`src/rtl/fma_pkg.sv`:
```
// ----------------------------------------------------------------------------
// Fit memory allocator package
// Shared constants, codes and transaction types of the segment allocator.
// ----------------------------------------------------------------------------
package fma_pkg;

    localparam int MAX_SEGMENTS = 16;
    localparam int SIZE_BITS    = 16;
    localparam int OWNER_BITS   = 8;
    localparam int IDX_BITS     = $clog2(MAX_SEGMENTS);
    localparam int COUNT_BITS   = 5;
    localparam int STATUS_BITS  = 2;
    localparam int CFG_IDX_BITS = 2;

    localparam logic [SIZE_BITS-1:0]  TOTAL_RESET = SIZE_BITS'(1024);

    localparam logic [STATUS_BITS-1:0] STATUS_GRANTED    = 2'd0;
    localparam logic [STATUS_BITS-1:0] STATUS_NO_FIT     = 2'd1;
    localparam logic [STATUS_BITS-1:0] STATUS_TABLE_FULL = 2'd2;
    localparam logic [STATUS_BITS-1:0] STATUS_FREED      = 2'd3;

    localparam logic OP_ALLOCATE = 1'b0;
    localparam logic OP_FREE     = 1'b1;

    localparam logic STRATEGY_FIRST_FIT = 1'b0;
    localparam logic STRATEGY_BEST_FIT  = 1'b1;

    localparam logic [CFG_IDX_BITS-1:0] REG_TOTAL_SIZE = 2'd0;
    localparam logic [CFG_IDX_BITS-1:0] REG_STRATEGY   = 2'd1;

    typedef struct packed {
        logic                  operation;
        logic [OWNER_BITS-1:0] owner_id;
        logic [SIZE_BITS-1:0]  request_size;
    } t_in;

    typedef struct packed {
        logic [STATUS_BITS-1:0] status;
        logic [SIZE_BITS-1:0]   block_start;
        logic [SIZE_BITS-1:0]   block_size;
        logic [COUNT_BITS-1:0]  freed_count;
    } t_out;

    typedef struct packed {
        logic [SIZE_BITS-1:0]  start;
        logic [SIZE_BITS-1:0]  length;
        logic                  busy;
        logic [OWNER_BITS-1:0] owner;
    } t_seg;

    typedef enum logic [3:0] {
        S_IDLE,
        S_SCAN,
        S_DECIDE,
        S_SHIFT,
        S_SPLIT,
        S_GRANT,
        S_FREE,
        S_MERGE_LOAD,
        S_MERGE,
        S_MERGE_END,
        S_DONE
    } t_state;

endpackage

```
`src/rtl/fma_alu.sv`:
```
// ----------------------------------------------------------------------------
// Fit memory allocator arithmetic unit
// Shared add/subtract unit; the top bit is the carry or the borrow.
// ----------------------------------------------------------------------------
module fma_alu (
    input  logic [fma_pkg::SIZE_BITS-1:0] i_a,
    input  logic [fma_pkg::SIZE_BITS-1:0] i_b,
    input  logic                          i_sub,
    output logic [fma_pkg::SIZE_BITS:0]   o_result
);
    import fma_pkg::*;

    always_comb begin
        if (i_sub) begin
            o_result = {1'b0, i_a} - {1'b0, i_b};
        end else begin
            o_result = {1'b0, i_a} + {1'b0, i_b};
        end
    end

endmodule

```
`src/rtl/fma_seg_table.sv`:
```
// ----------------------------------------------------------------------------
// Fit memory allocator segment table
// Segment storage with one read port and one write port.
// ----------------------------------------------------------------------------
module fma_seg_table (
    input  logic                          i_clk,
    input  logic                          i_rst_n,
    input  logic                          i_init,
    input  logic [fma_pkg::SIZE_BITS-1:0] i_init_len,
    input  logic [fma_pkg::IDX_BITS-1:0]  i_rd_idx,
    output fma_pkg::t_seg                 o_rd,
    input  logic                          i_we,
    input  logic [fma_pkg::IDX_BITS-1:0]  i_wr_idx,
    input  fma_pkg::t_seg                 i_wr
);
    import fma_pkg::*;

    logic [SIZE_BITS-1:0]  r_start  [MAX_SEGMENTS];
    logic [SIZE_BITS-1:0]  r_length [MAX_SEGMENTS];
    logic                  r_busy   [MAX_SEGMENTS];
    logic [OWNER_BITS-1:0] r_owner  [MAX_SEGMENTS];

    always_ff @(posedge i_clk) begin
        if (!i_rst_n) begin
            r_start[0]  <= '0;
            r_length[0] <= TOTAL_RESET;
            r_busy[0]   <= 1'b0;
        end else if (i_init) begin
            r_start[0]  <= '0;
            r_length[0] <= i_init_len;
            r_busy[0]   <= 1'b0;
        end else if (i_we) begin
            r_start[i_wr_idx]  <= i_wr.start;
            r_length[i_wr_idx] <= i_wr.length;
            r_busy[i_wr_idx]   <= i_wr.busy;
        end
    end

    always_ff @(posedge i_clk) begin
        if (i_we) begin
            r_owner[i_wr_idx] <= i_wr.owner;
        end
    end

    assign o_rd.start  = r_start[i_rd_idx];
    assign o_rd.length = r_length[i_rd_idx];
    assign o_rd.busy   = r_busy[i_rd_idx];
    assign o_rd.owner  = r_owner[i_rd_idx];

endmodule

```
`src/rtl/fit_memory_allocator.sv`:
```
// ----------------------------------------------------------------------------
// Fit memory allocator
// First-fit or best-fit segment allocator over an address-ordered table.
// ----------------------------------------------------------------------------
// One transaction is handled at a time, and the input stalls until its result
// is loaded into the output register. An allocation scans the table and, when
// a split is needed, shifts it one entry per cycle through its single read
// and write port. A free makes one pass to release the owner's segments
// and one pass to merge free neighbours. A zero-size allocation gives a
// no fit result without scanning the table.
module fit_memory_allocator (
    input  logic                             i_clk,
    input  logic                             i_rst_n,
    input  logic                             i_in_valid,
    input  fma_pkg::t_in                     i_in_data,
    output logic                             o_in_stall,
    output logic                             o_out_valid,
    output fma_pkg::t_out                    o_out_data,
    input  logic                             i_out_stall,
    input  logic                             i_cfg_we,
    input  logic [fma_pkg::CFG_IDX_BITS-1:0] i_cfg_index,
    input  logic [fma_pkg::SIZE_BITS-1:0]    i_cfg_data
);
    import fma_pkg::*;

    t_state                r_state, n_state;
    logic [IDX_BITS-1:0]   r_idx, n_idx;
    logic [IDX_BITS-1:0]   r_wr, n_wr;
    logic [IDX_BITS-1:0]   r_pick, n_pick;
    logic                  r_found, n_found;
    logic [SIZE_BITS-1:0]  r_best, n_best;
    logic [SIZE_BITS-1:0]  r_req, n_req;
    logic [OWNER_BITS-1:0] r_owner, n_owner;
    logic [COUNT_BITS-1:0] r_freed, n_freed;
    logic [COUNT_BITS-1:0] r_count, n_count;
    t_seg                  r_hold, n_hold;
    t_out                  r_res, n_res;
    t_out                  r_out;
    logic                  r_out_valid;
    logic [SIZE_BITS-1:0]  r_total;
    logic                  r_strategy;

    logic                  tbl_init;
    logic [IDX_BITS-1:0]   rd_idx;
    t_seg                  rd_seg;
    logic                  wr_en;
    logic [IDX_BITS-1:0]   wr_idx;
    t_seg                  wr_seg;
    logic [SIZE_BITS-1:0]  alu_a, alu_b;
    logic                  alu_sub;
    logic [SIZE_BITS:0]    alu_res;
    logic                  last;
    logic                  fits;
    logic                  out_load;

    assign tbl_init = i_cfg_we && (i_cfg_index == REG_TOTAL_SIZE);

    fma_seg_table u_table (
        .i_clk      (i_clk),
        .i_rst_n    (i_rst_n),
        .i_init     (tbl_init),
        .i_init_len (i_cfg_data),
        .i_rd_idx   (rd_idx),
        .o_rd       (rd_seg),
        .i_we       (wr_en),
        .i_wr_idx   (wr_idx),
        .i_wr       (wr_seg)
    );

    fma_alu u_alu (
        .i_a      (alu_a),
        .i_b      (alu_b),
        .i_sub    (alu_sub),
        .o_result (alu_res)
    );

    assign last     = ({1'b0, r_idx} == (r_count - COUNT_BITS'(1)));
    assign fits     = !rd_seg.busy && !alu_res[SIZE_BITS];
    assign out_load = (r_state == S_DONE) && (!r_out_valid || !i_out_stall);

    always_comb begin
        n_state = r_state;
        n_idx   = r_idx;
        n_wr    = r_wr;
        n_pick  = r_pick;
        n_found = r_found;
        n_best  = r_best;
        n_req   = r_req;
        n_owner = r_owner;
        n_freed = r_freed;
        n_count = r_count;
        n_hold  = r_hold;
        n_res   = r_res;
        rd_idx  = r_idx;
        wr_en   = 1'b0;
        wr_idx  = r_idx;
        wr_seg  = rd_seg;
        alu_a   = rd_seg.length;
        alu_b   = r_req;
        alu_sub = 1'b1;

        unique case (r_state)
            S_IDLE: begin
                if (i_in_valid) begin
                    n_req   = i_in_data.request_size;
                    n_owner = i_in_data.owner_id;
                    n_idx   = '0;
                    n_freed = '0;
                    n_found = 1'b0;
                    if (i_in_data.operation == OP_FREE) begin
                        n_state = S_FREE;
                    end else if (i_in_data.request_size == '0) begin
                        n_res   = '{STATUS_NO_FIT, '0, '0, '0};
                        n_state = S_DONE;
                    end else begin
                        n_state = S_SCAN;
                    end
                end
            end
            S_SCAN: begin
                if (fits && (!r_found || (r_strategy == STRATEGY_BEST_FIT &&
                        alu_res[SIZE_BITS-1:0] < r_best))) begin
                    n_found = 1'b1;
                    n_pick  = r_idx;
                    n_best  = alu_res[SIZE_BITS-1:0];
                end
                if (last || (fits && r_strategy == STRATEGY_FIRST_FIT)) begin
                    n_state = S_DECIDE;
                end else begin
                    n_idx = r_idx + IDX_BITS'(1);
                end
            end
            S_DECIDE: begin
                if (!r_found) begin
                    n_res   = '{STATUS_NO_FIT, '0, '0, '0};
                    n_state = S_DONE;
                end else if (r_best == '0) begin
                    n_state = S_GRANT;
                end else if (r_count == COUNT_BITS'(MAX_SEGMENTS)) begin
                    n_res   = '{STATUS_TABLE_FULL, '0, '0, '0};
                    n_state = S_DONE;
                end else begin
                    n_idx   = r_count[IDX_BITS-1:0];
                    n_state = S_SHIFT;
                end
            end
            S_SHIFT: begin
                if (r_idx == r_pick + IDX_BITS'(1)) begin
                    n_state = S_SPLIT;
                end else begin
                    rd_idx = r_idx - IDX_BITS'(1);
                    wr_en  = 1'b1;
                    wr_idx = r_idx;
                    wr_seg = rd_seg;
                    n_idx  = r_idx - IDX_BITS'(1);
                end
            end
            S_SPLIT: begin
                rd_idx  = r_pick;
                alu_a   = rd_seg.start;
                alu_b   = r_req;
                alu_sub = 1'b0;
                wr_en   = 1'b1;
                wr_idx  = r_pick + IDX_BITS'(1);
                wr_seg  = '{alu_res[SIZE_BITS-1:0], r_best, 1'b0, '0};
                n_count = r_count + COUNT_BITS'(1);
                n_state = S_GRANT;
            end
            S_GRANT: begin
                rd_idx  = r_pick;
                wr_en   = 1'b1;
                wr_idx  = r_pick;
                wr_seg  = '{rd_seg.start, r_req, 1'b1, r_owner};
                n_res   = '{STATUS_GRANTED, rd_seg.start, r_req, '0};
                n_state = S_DONE;
            end
            S_FREE: begin
                if (rd_seg.busy && rd_seg.owner == r_owner) begin
                    wr_en   = 1'b1;
                    wr_idx  = r_idx;
                    wr_seg  = '{rd_seg.start, rd_seg.length, 1'b0, rd_seg.owner};
                    n_freed = r_freed + COUNT_BITS'(1);
                end
                if (last) begin
                    n_state = S_MERGE_LOAD;
                end else begin
                    n_idx = r_idx + IDX_BITS'(1);
                end
            end
            S_MERGE_LOAD: begin
                rd_idx = '0;
                n_hold = rd_seg;
                n_wr   = '0;
                n_idx  = IDX_BITS'(1);
                if (r_count == COUNT_BITS'(1)) begin
                    n_state = S_MERGE_END;
                end else begin
                    n_state = S_MERGE;
                end
            end
            S_MERGE: begin
                if (!r_hold.busy && !rd_seg.busy) begin
                    alu_a         = r_hold.length;
                    alu_b         = rd_seg.length;
                    alu_sub       = 1'b0;
                    n_hold.length = alu_res[SIZE_BITS-1:0];
                end else begin
                    wr_en  = 1'b1;
                    wr_idx = r_wr;
                    wr_seg = r_hold;
                    n_wr   = r_wr + IDX_BITS'(1);
                    n_hold = rd_seg;
                end
                if (last) begin
                    n_state = S_MERGE_END;
                end else begin
                    n_idx = r_idx + IDX_BITS'(1);
                end
            end
            S_MERGE_END: begin
                wr_en   = 1'b1;
                wr_idx  = r_wr;
                wr_seg  = r_hold;
                n_count = {1'b0, r_wr} + COUNT_BITS'(1);
                n_res   = '{STATUS_FREED, '0, '0, r_freed};
                n_state = S_DONE;
            end
            S_DONE: begin
                if (!r_out_valid || !i_out_stall) begin
                    n_state = S_IDLE;
                end
            end
            default: begin
                n_state = S_IDLE;
            end
        endcase
    end

    always_ff @(posedge i_clk) begin
        if (!i_rst_n) begin
            r_state <= S_IDLE;
            r_count <= COUNT_BITS'(1);
        end else begin
            r_state <= n_state;
            r_count <= tbl_init ? COUNT_BITS'(1) : n_count;
        end
    end

    always_ff @(posedge i_clk) begin
        r_idx   <= n_idx;
        r_wr    <= n_wr;
        r_pick  <= n_pick;
        r_found <= n_found;
        r_best  <= n_best;
        r_req   <= n_req;
        r_owner <= n_owner;
        r_freed <= n_freed;
        r_hold  <= n_hold;
        r_res   <= n_res;
    end

    always_ff @(posedge i_clk) begin
        if (!i_rst_n) begin
            r_total    <= TOTAL_RESET;
            r_strategy <= STRATEGY_FIRST_FIT;
        end else if (i_cfg_we) begin
            if (i_cfg_index == REG_TOTAL_SIZE) begin
                r_total <= i_cfg_data;
            end else if (i_cfg_index == REG_STRATEGY) begin
                r_strategy <= i_cfg_data[0];
            end
        end
    end

    always_ff @(posedge i_clk) begin
        if (!i_rst_n) begin
            r_out_valid <= 1'b0;
        end else if (out_load) begin
            r_out_valid <= 1'b1;
        end else if (!i_out_stall) begin
            r_out_valid <= 1'b0;
        end
    end

    always_ff @(posedge i_clk) begin
        if (out_load) begin
            r_out <= r_res;
        end
    end

    assign o_in_stall  = (r_state != S_IDLE);
    assign o_out_valid = r_out_valid;
    assign o_out_data  = r_out;

    // The table always holds at least one segment and never more than its depth.
    a_count_range: assert property (@(posedge i_clk) disable iff (!i_rst_n)
        (r_count != '0) && (r_count <= COUNT_BITS'(MAX_SEGMENTS)))
        else $error("segment count out of range");

    // Once a transaction is taken, the input stalls until its result is out.
    a_stall_after_accept: assert property (@(posedge i_clk) disable iff (!i_rst_n)
        (i_in_valid && !o_in_stall) |=> o_in_stall)
        else $error("input accepted while a transaction is in progress");

    // A granted block is never empty.
    a_grant_nonzero: assert property (@(posedge i_clk) disable iff (!i_rst_n)
        (o_out_valid && o_out_data.status == STATUS_GRANTED) |->
        (o_out_data.block_size != '0))
        else $error("granted block of zero size");

    // A total size write sets the total size and resets the table to one segment.
    a_total_init: assert property (@(posedge i_clk) disable iff (!i_rst_n)
        tbl_init |=> (r_total == $past(i_cfg_data)) && (r_count == COUNT_BITS'(1)))
        else $error("table not reinitialised on a total size write");

endmodule

```
`config.mk`:
```
export PLATFORM = sky130hd
export DESIGN_NAME = fit_memory_allocator
export DESIGN_NICKNAME = d
export VERILOG_FILES = /design/src/rtl/fma_pkg.sv /design/src/rtl/fma_alu.sv /design/src/rtl/fma_seg_table.sv /design/src/rtl/fit_memory_allocator.sv
export SDC_FILE = /design/constraint.sdc
export NUM_CORES = 1
export LEC_CHECK = 0
export ABC_AREA = 0
export BUFFER_PORTS_ARGS = -buffer_cell sky130_fd_sc_hd__buf_2
export CAP_MARGIN = 20
export CORE_MARGIN = 4
export CORE_UTILIZATION = 57
export DETAILED_ROUTE_END_ITERATION = 16
export PLACE_DENSITY = 0.8
export SLEW_MARGIN = 20
export SYNTH_ARGS = -nofsm -noshare
export SYNTH_HDL_FRONTEND = slang
export SYNTH_SLANG_ARGS = --single-unit
```
`constraint.sdc`:
```
create_clock -name i_clk -period 8.5 [get_ports i_clk]
set_input_delay 0.425 -clock i_clk [delete_from_list [all_inputs] [get_ports i_clk]]
set_output_delay 0.425 -clock i_clk [all_outputs]
set_load 0.005 [all_outputs]
```
Yosys cells after proc, flatten, opt, wreduce, memory -nomap -nowiden
Memory sizes are Yosys's and may differ from the RTL's.
Cells that the tools add are included.

cells by class
  bitwise logic cells = 6
  reductions and logical operators = 45
  muxes and demuxes = 80
  $add $sub $neg = 10
  order comparisons = 1
  equal/unequal tests = 35

operators by type and width
  kind                                                 number
  2-to-1 mux 39 bit                                    6
  one-hot mux 41 bit (5 select lines)                  1
  one-hot mux 39 bit (4 select lines)                  1
  2-to-1 mux 16 bit                                    9
  2-to-1 mux 4 bit                                     23
  one-hot mux 41 bit (2 select lines)                  1
  2-to-1 mux 41 bit                                    1
  one-hot mux 4 bit (10 select lines)                  1
  logical NOT 16 bit                                   2
  one-hot mux 16 bit (2 select lines)                  1
  OR reduction 16 bit                                  2
  inequality test 2 bit, second input constant         15
  one-hot mux 4 bit (6 select lines)                   1
  2-to-1 mux 1 bit                                     22
  one-hot mux 5 bit (2 select lines)                   2
  2-to-1 mux 9 bit                                     2
  adder 16 x 16 -> 17 bit                              1
  2-to-1 mux 17 bit                                    1
  subtractor 16 x 16 -> 17 bit                         1
  equality test 4 x 3 -> 1 bit, second input constant  4
  less-than comparator 16 bit                          1
  one-hot mux 4 bit (4 select lines)                   1
  adder 4 x 1 -> 4 bit, second input constant          3
  equality test 4 bit, second input constant           3
  other kinds (36)                                     72

storage, ports and cells
  memories kept = 4
  bits of input ports = 48
  output and inout bits = 41
  word-level logic and storage cells = 205
  memory bits (writable) = 656
  register bits = 188

memories
  name              depth  width  read ports  clocked after Yosys merged registers in  wr ports  line                 text
  u_table.r_length  16     16     1           0                                        1         fma_seg_table.sv:19  logic [SIZE_BITS-1:0] r_length [MAX_SEGMENTS];
  u_table.r_start   16     16     1           0                                        1         fma_seg_table.sv:18  logic [SIZE_BITS-1:0] r_start [MAX_SEGMENTS];
  u_table.r_owner   16     8      1           0                                        1         fma_seg_table.sv:21  logic [OWNER_BITS-1:0] r_owner [MAX_SEGMENTS];
  u_table.r_busy    16     1      1           0                                        1         fma_seg_table.sv:20  logic r_busy [MAX_SEGMENTS];

Logic depth before layout (Yosys ltp)
An unclocked memory read counts as a cell.

  depth after elaboration = 17
  gate-level depth with buffers = 40
  mapped depth without buffers = 34

Modules after synthesis
Synthesis repeated with hierarchy kept, for this count alone.

second synthesis, totals
  cells, all modules = 2100
  area, all modules = 35487.8 um^2

modules (own cells, without submodules)
  module                times used  area each (um^2)  cells an instance  seq. area each (um^2)
  fma_seg_table         1           24960.2           1095               19698.9
  fit_memory_allocator  1           9429.0            843                5535.3
  fma_alu               1           1098.6            162                0.0

Least setup slack after synthesis
Ideal clock, no wire load.

  path type = flip-flop to flip-flop
  start = register r_pick[0]
  end = register r_best[0] (enable)
  data arrival time = 8.598 ns
  data required time = 8.078 ns
  clock period less this slack = 9.020 ns
  setup slack = -0.520 ns
  library setup time = 0.422 ns
  buffers on the path = 5
  cell stages (with the launch flop) = 38
  cell sequence = edfxtp_1 ha_1 xnor2_1 and2_1 buf_2 a31oi_2 o21a_1 buf_2 a2111oi_0 nor3_1 nand4_1 nand2_1 buf_2 clkbuf_1 clkbuf_1 nand2_1 o21ai_0 inv_1 [2 not listed] ha_1 nor2b_1 o21ai_0 a21oi_1 o21ai_0 a21boi_0 o21ai_0 a21boi_0 o21ai_0 a2111oi_0 or2_2 o311ai_0 ha_1 nand2_1 nand3b_1 a21oi_1 nand2_1 nor3_1

between the ends
  cells in the longest elaborated chain, start to end = 16
  elaborated cells on any way between the ends = 25
  those cells by class = add/sub: 3; order compare: 1; eq/ne: 1; mux: 9; reduce/logical: 8; memory: 3

RTL lines
  what                                                                             line                          text
  from (decl)                                                                      fit_memory_allocator.sv:29    logic [IDX_BITS-1:0] r_pick, n_pick;
  from (signal assigned)                                                           fit_memory_allocator.sv:252   r_pick <= n_pick;
  adder 4 x 1 -> 4 bit                                                             fit_memory_allocator.sv:148   if (r_idx == r_pick + IDX_BITS'(1)) begin
  equality test 4 bit                                                              fit_memory_allocator.sv:148
  2-to-1 mux 4 bit                                                                 n/a
  one-hot mux 4 bit (3 select lines) (*)                                           fit_memory_allocator.sv:102   unique case (r_state)
  memory (16 x 1 bit)                                                              n/a
  logical NOT 1 bit                                                                fit_memory_allocator.sv:202   if (!r_hold.busy && !rd_seg.busy) begin
  logical AND 1 bit                                                                fit_memory_allocator.sv:202
  2-to-1 mux 16 bit                                                                fit_memory_allocator.sv:202
  one-hot mux 16 bit (2 select lines) / 2-to-1 mux 16 bit (equally long branches)  fit_memory_allocator.sv:102
  adder 16 x 16 -> 17 bit / subtractor 16 x 16 -> 17 bit (equally long branches)   fma_alu.sv:17, fma_alu.sv:15
  2-to-1 mux 17 bit (*)                                                            fma_alu.sv:14                 if (i_sub) begin
  named net alu_res[15]                                                            fit_memory_allocator.sv:51    logic [SIZE_BITS:0] alu_res;
  less-than comparator 16 bit (*)                                                  fit_memory_allocator.sv:122   alu_res[SIZE_BITS-1:0] < r_best))) begin
  logical AND 1 bit (*)                                                            fit_memory_allocator.sv:121   if (fits && (!r_found || (r_strategy == STRATEGY_BEST_FIT &&
  logical OR 1 bit (*)                                                             fit_memory_allocator.sv:121
  logical AND 1 bit (*)                                                            fit_memory_allocator.sv:121
  AND reduction 2 bit (no line) (*)                                                n/a
  to (signal assigned)                                                             fit_memory_allocator.sv:254   r_best <= n_best;
  to (decl)                                                                        fit_memory_allocator.sv:31    logic [SIZE_BITS-1:0] r_best, n_best;

The timed path passes the listed nets; every way through them passes the cells marked *.
A chain may end at the register's enable or synchronous reset.

Final worst setup path
  start = register r_idx[0]
  end = register r_pick[0] (enable)

between the ends
  cells in the longest elaborated chain, start to end = 15
  elaborated cells on any way between the ends = 25
  those cells by class = add/sub: 3; order compare: 1; eq/ne: 1; mux: 9; reduce/logical: 8; memory: 3

RTL lines
  what                                                                             line                                                      text
  from (decl)                                                                      fit_memory_allocator.sv:27                                logic [IDX_BITS-1:0] r_idx, n_idx;
  from (signal assigned)                                                           fit_memory_allocator.sv:250                               r_idx <= n_idx;
  subtractor 4 x 1 -> 4 bit / equality test 4 bit (equally long branches)          fit_memory_allocator.sv:151, fit_memory_allocator.sv:148
  2-to-1 mux 4 bit                                                                 n/a
  one-hot mux 4 bit (3 select lines) (*)                                           fit_memory_allocator.sv:102
  memory (16 x 1 bit)                                                              n/a
  logical NOT 1 bit                                                                fit_memory_allocator.sv:202
  logical AND 1 bit                                                                fit_memory_allocator.sv:202
  2-to-1 mux 16 bit                                                                fit_memory_allocator.sv:202
  one-hot mux 16 bit (2 select lines) / 2-to-1 mux 16 bit (equally long branches)  fit_memory_allocator.sv:102
  adder 16 x 16 -> 17 bit / subtractor 16 x 16 -> 17 bit (equally long branches)   fma_alu.sv:17, fma_alu.sv:15
  2-to-1 mux 17 bit (*)                                                            fma_alu.sv:14
  named net alu_res[14]                                                            fit_memory_allocator.sv:51
  less-than comparator 16 bit (*)                                                  fit_memory_allocator.sv:122
  logical AND 1 bit (*)                                                            fit_memory_allocator.sv:121
  logical OR 1 bit (*)                                                             fit_memory_allocator.sv:121
  logical AND 1 bit (*)                                                            fit_memory_allocator.sv:121
  AND reduction 2 bit (no line) (*)                                                n/a

Marks and branches as above.

==> impl_metrics.ini <==
[outcome]
status = complete, no violations

[die]
die-area_mm2 = 0.06961
die_h_um = 263.8
initial_utilization_pct = 57.77
io_pins = 89
die_w_um = 263.8
rows = 93
core_mm2 = 0.06458

[critical_path]
cp_common_cell = a21oi_1
crit_type = register to register
cp_slowest_cell = edfxtp_1
crit_required_ns = 8.85
crit_fanout = 14
cp.arrival_ns = 8.37
critPathCaptureType = register
r2r_cells = 36
critPathMaxStageDelay_ns = 0.67
worstSetupStartpointType = register

[min_path]
hp-class = primary input to register
hold_depth = 3

[synthesis]
synthTopCellsByCount = 833 x edfxtp_1, 498 x nand2_1, 148 x mux2i_1
synth_fa_ha_area_share_pct = 1.395
yosys.area_share.simple_pct = 11.44
synth_warnings = 0
netlist_area_mm2 = 0.03731
synthXorXnorAreaFrac_pct = 1.586
syn-instance-count = 2825
synth_compound_area_share_pct = 9.579
synth-edff-count = 833
synth_top_family_by_area = simple AND/OR/NAND/NOR gates
seq_area_frac_synth_pct = 67.64
synth-main-ff-cell = edfxtp_1
async_reset_ff_share_pct = 0
synth_cell_types = 93
synth.avg_cell_area_um2 = 13.21
synthTopCellsByArea = edfxtp_1 67%, nand2_1 5.0%, mux2i_1 4.0%, o21ai_0 1.6%, nand3_1 1.4%
muxShareOfSynthArea_pct = 5.178
ys_ff_latch = 844
synth_top_area_cell = edfxtp_1
synth_nets = 2914
synth_top_area_share_pct = 67.05
post-synth-top-count-cell = edfxtp_1

[sta]
post-route-period-util_pct = 94.36
rsz0062_at_grt = no
tns_ns = 0
tightest_slew_ns = 1.209
setup_viol = 0
max_freq_mhz = 124.7
whs_ns = 0.1066
finalHoldViolations = 0
max_slew_margin_pct = 18.54
skew_ns = 0.04042
drv_slew = 0
period_needed_ns = 8.021

[cells_and_area]
area_growth_pct = 13.87
design_area_mm2 = 0.04248
drive_above_1_share_pct = 15.49
fill_cells = 4447
num-nets-final = 3093

[drt]
drtPass1Iterations = 6
via_per_inst = 6.592
route.vias.total = 25926
drt_wl_total_mm = 105.5
wl_per_cell_um = 26.83
ant_nets = 0
drc_errors = 0
dr.first_iter.drc_count = 3926

[clocking]
clkLatencyLatePin_ns = 0.66
root_buffer = clkbuf_16
cts_tree = done
clock-sinks = 844
cts.path.max_buffers = 3
cts_made_buffers = 85
path_clk_slew_ns = 0.06
h-tree-depth = 3

[grt]
grt_pass1_vias = 24744
gr-usage-all-layers_pct = 29.32
grt_pass1_wl_mm = 154.7
grt_overflow = 0
antenna_found_initial = 10
grt_max_degree = 113

[placement]
portBuffers = 88
gp_congestion = 0.9949
placed_area_mm2 = 0.03911
dpl.hpwl_mm = 65.00

[run]
cap_viol_max_count = 0
-- metal layers --
metal | GRT usage [%] | up-vias | wire length (um)
met4 | 11.52 | 2 | 4371
met5 | 0 | - | 7
met3 | 6.249 | 297 | 13620
li1 | - | 11060 | -
met1 | 41.32 | 12712 | 39580
met2 | 45.32 | 1855 | 47940
-- worst paths after layout --
check | start | endpoint | slack [ns]
setup reg to reg | r_idx[0]$_DFFE_PP_ | r_pick[0]$_DFFE_PP_ | 0.48
setup / recovery | r_idx[0]$_DFFE_PP_ | r_pick[0]$_DFFE_PP_ | 0.48
hold / removal | i_out_stall | o_out_valid$_SDFFE_PN0P_ | 0.11
hold reg to reg | r_res[34]$_DFFE_PP_ | o_out_data[34]$_DFFE_PP_ | 0.42
-- worst max-delay path: cells and delay by family (launching register included) --
kind	cells	cell delay, ns
DFF	1	0.67
adders and majority gates	4	1.34
and+or+nand+nor	8	1.13
AOI/OAI and AO/OA	15	3.03
xor gates and xnor gates	1	0.16
buffers and inverters	8	1.41
-- cells by family after synthesis --
| logic type | count (synthesis) |
|---|---|
| xor+xnor | 62 |
| simple gates | 948 |
| mux | 188 |
| fa+ha+maj | 41 |
| buf+inv | 231 |
| flops | 844 |
| compound gates | 511 |
-- state kept, by name (all words and copies together), names as in the netlist, 4 cells and up --
name and count:
r_state 4, u_table.r_busy 16, r_freed 5, r_req 16, r_pick 4, u_table.r_owner 128, r_hold 41, r_res 39
o_out_data 39, r_owner 8, r_idx 4, u_table.r_start 256, u_table.r_length 256, r_best 16, r_count 5, r_wr 4
-- area by class of cell --
type / instances / area [um^2] / share of cell area (%)
flip-flops and latches: 844 / 25240 / 59.41
repair buffers: 255 / 1818 / 4.280
clock inverters: 52 / 648.1 / 1.526
diodes: 6 / 15.01 / 0.03535
multi-input cells: 1751 / 11170 / 26.31
well taps: 855 / 1070 / 2.518
clock buffers: 103 / 2267 / 5.337
inverters: 67 / 251.5 / 0.5920
-- cell usage in the layout (no fill, tap or decap), types with 24 or more instances in the layout --
cell type	netlist	final
mux2i_1	148	148
nor2_1	137	133
buf_4	11	135
a221oi_1	37	37
nor3_1	42	25
and3_1	73	72
edfxtp_1	833	833
nand2_1	498	498
a311oi_1	42	42
xnor2_1	38	38
buf_2	54	89
nand3_1	106	106
o21ai_0	116	107
inv_1	65	64
ha_1	40	40
a21oi_1	98	95
mux2_2	37	37
clkbuf_16	0	88
dlygate4sd3_1	0	24
-- metrics by stage --
stage,cells,setup slack (ns),util [%]
finish,3933,0.4794,65.78
global route,3932,0.001605,65.77
CTS,3919,0.03385,65.45
detailed placement,3740,0.1191,60.56
global placement,3739,0.3327,60.55
floorplan,2825,0.09098,-
-- timing repair --
action                                 in CTS  in global routing
buffers inserted                            0                  5
gates resized for setup                     0                 25
setup endpoints to repair                   0                121
hold buffers                               24                  0
endpoints found under the hold margin      24                  0
Power is not shown: default switching activity piles up to over one toggle a cycle in this logic, so the estimate is an artifact.
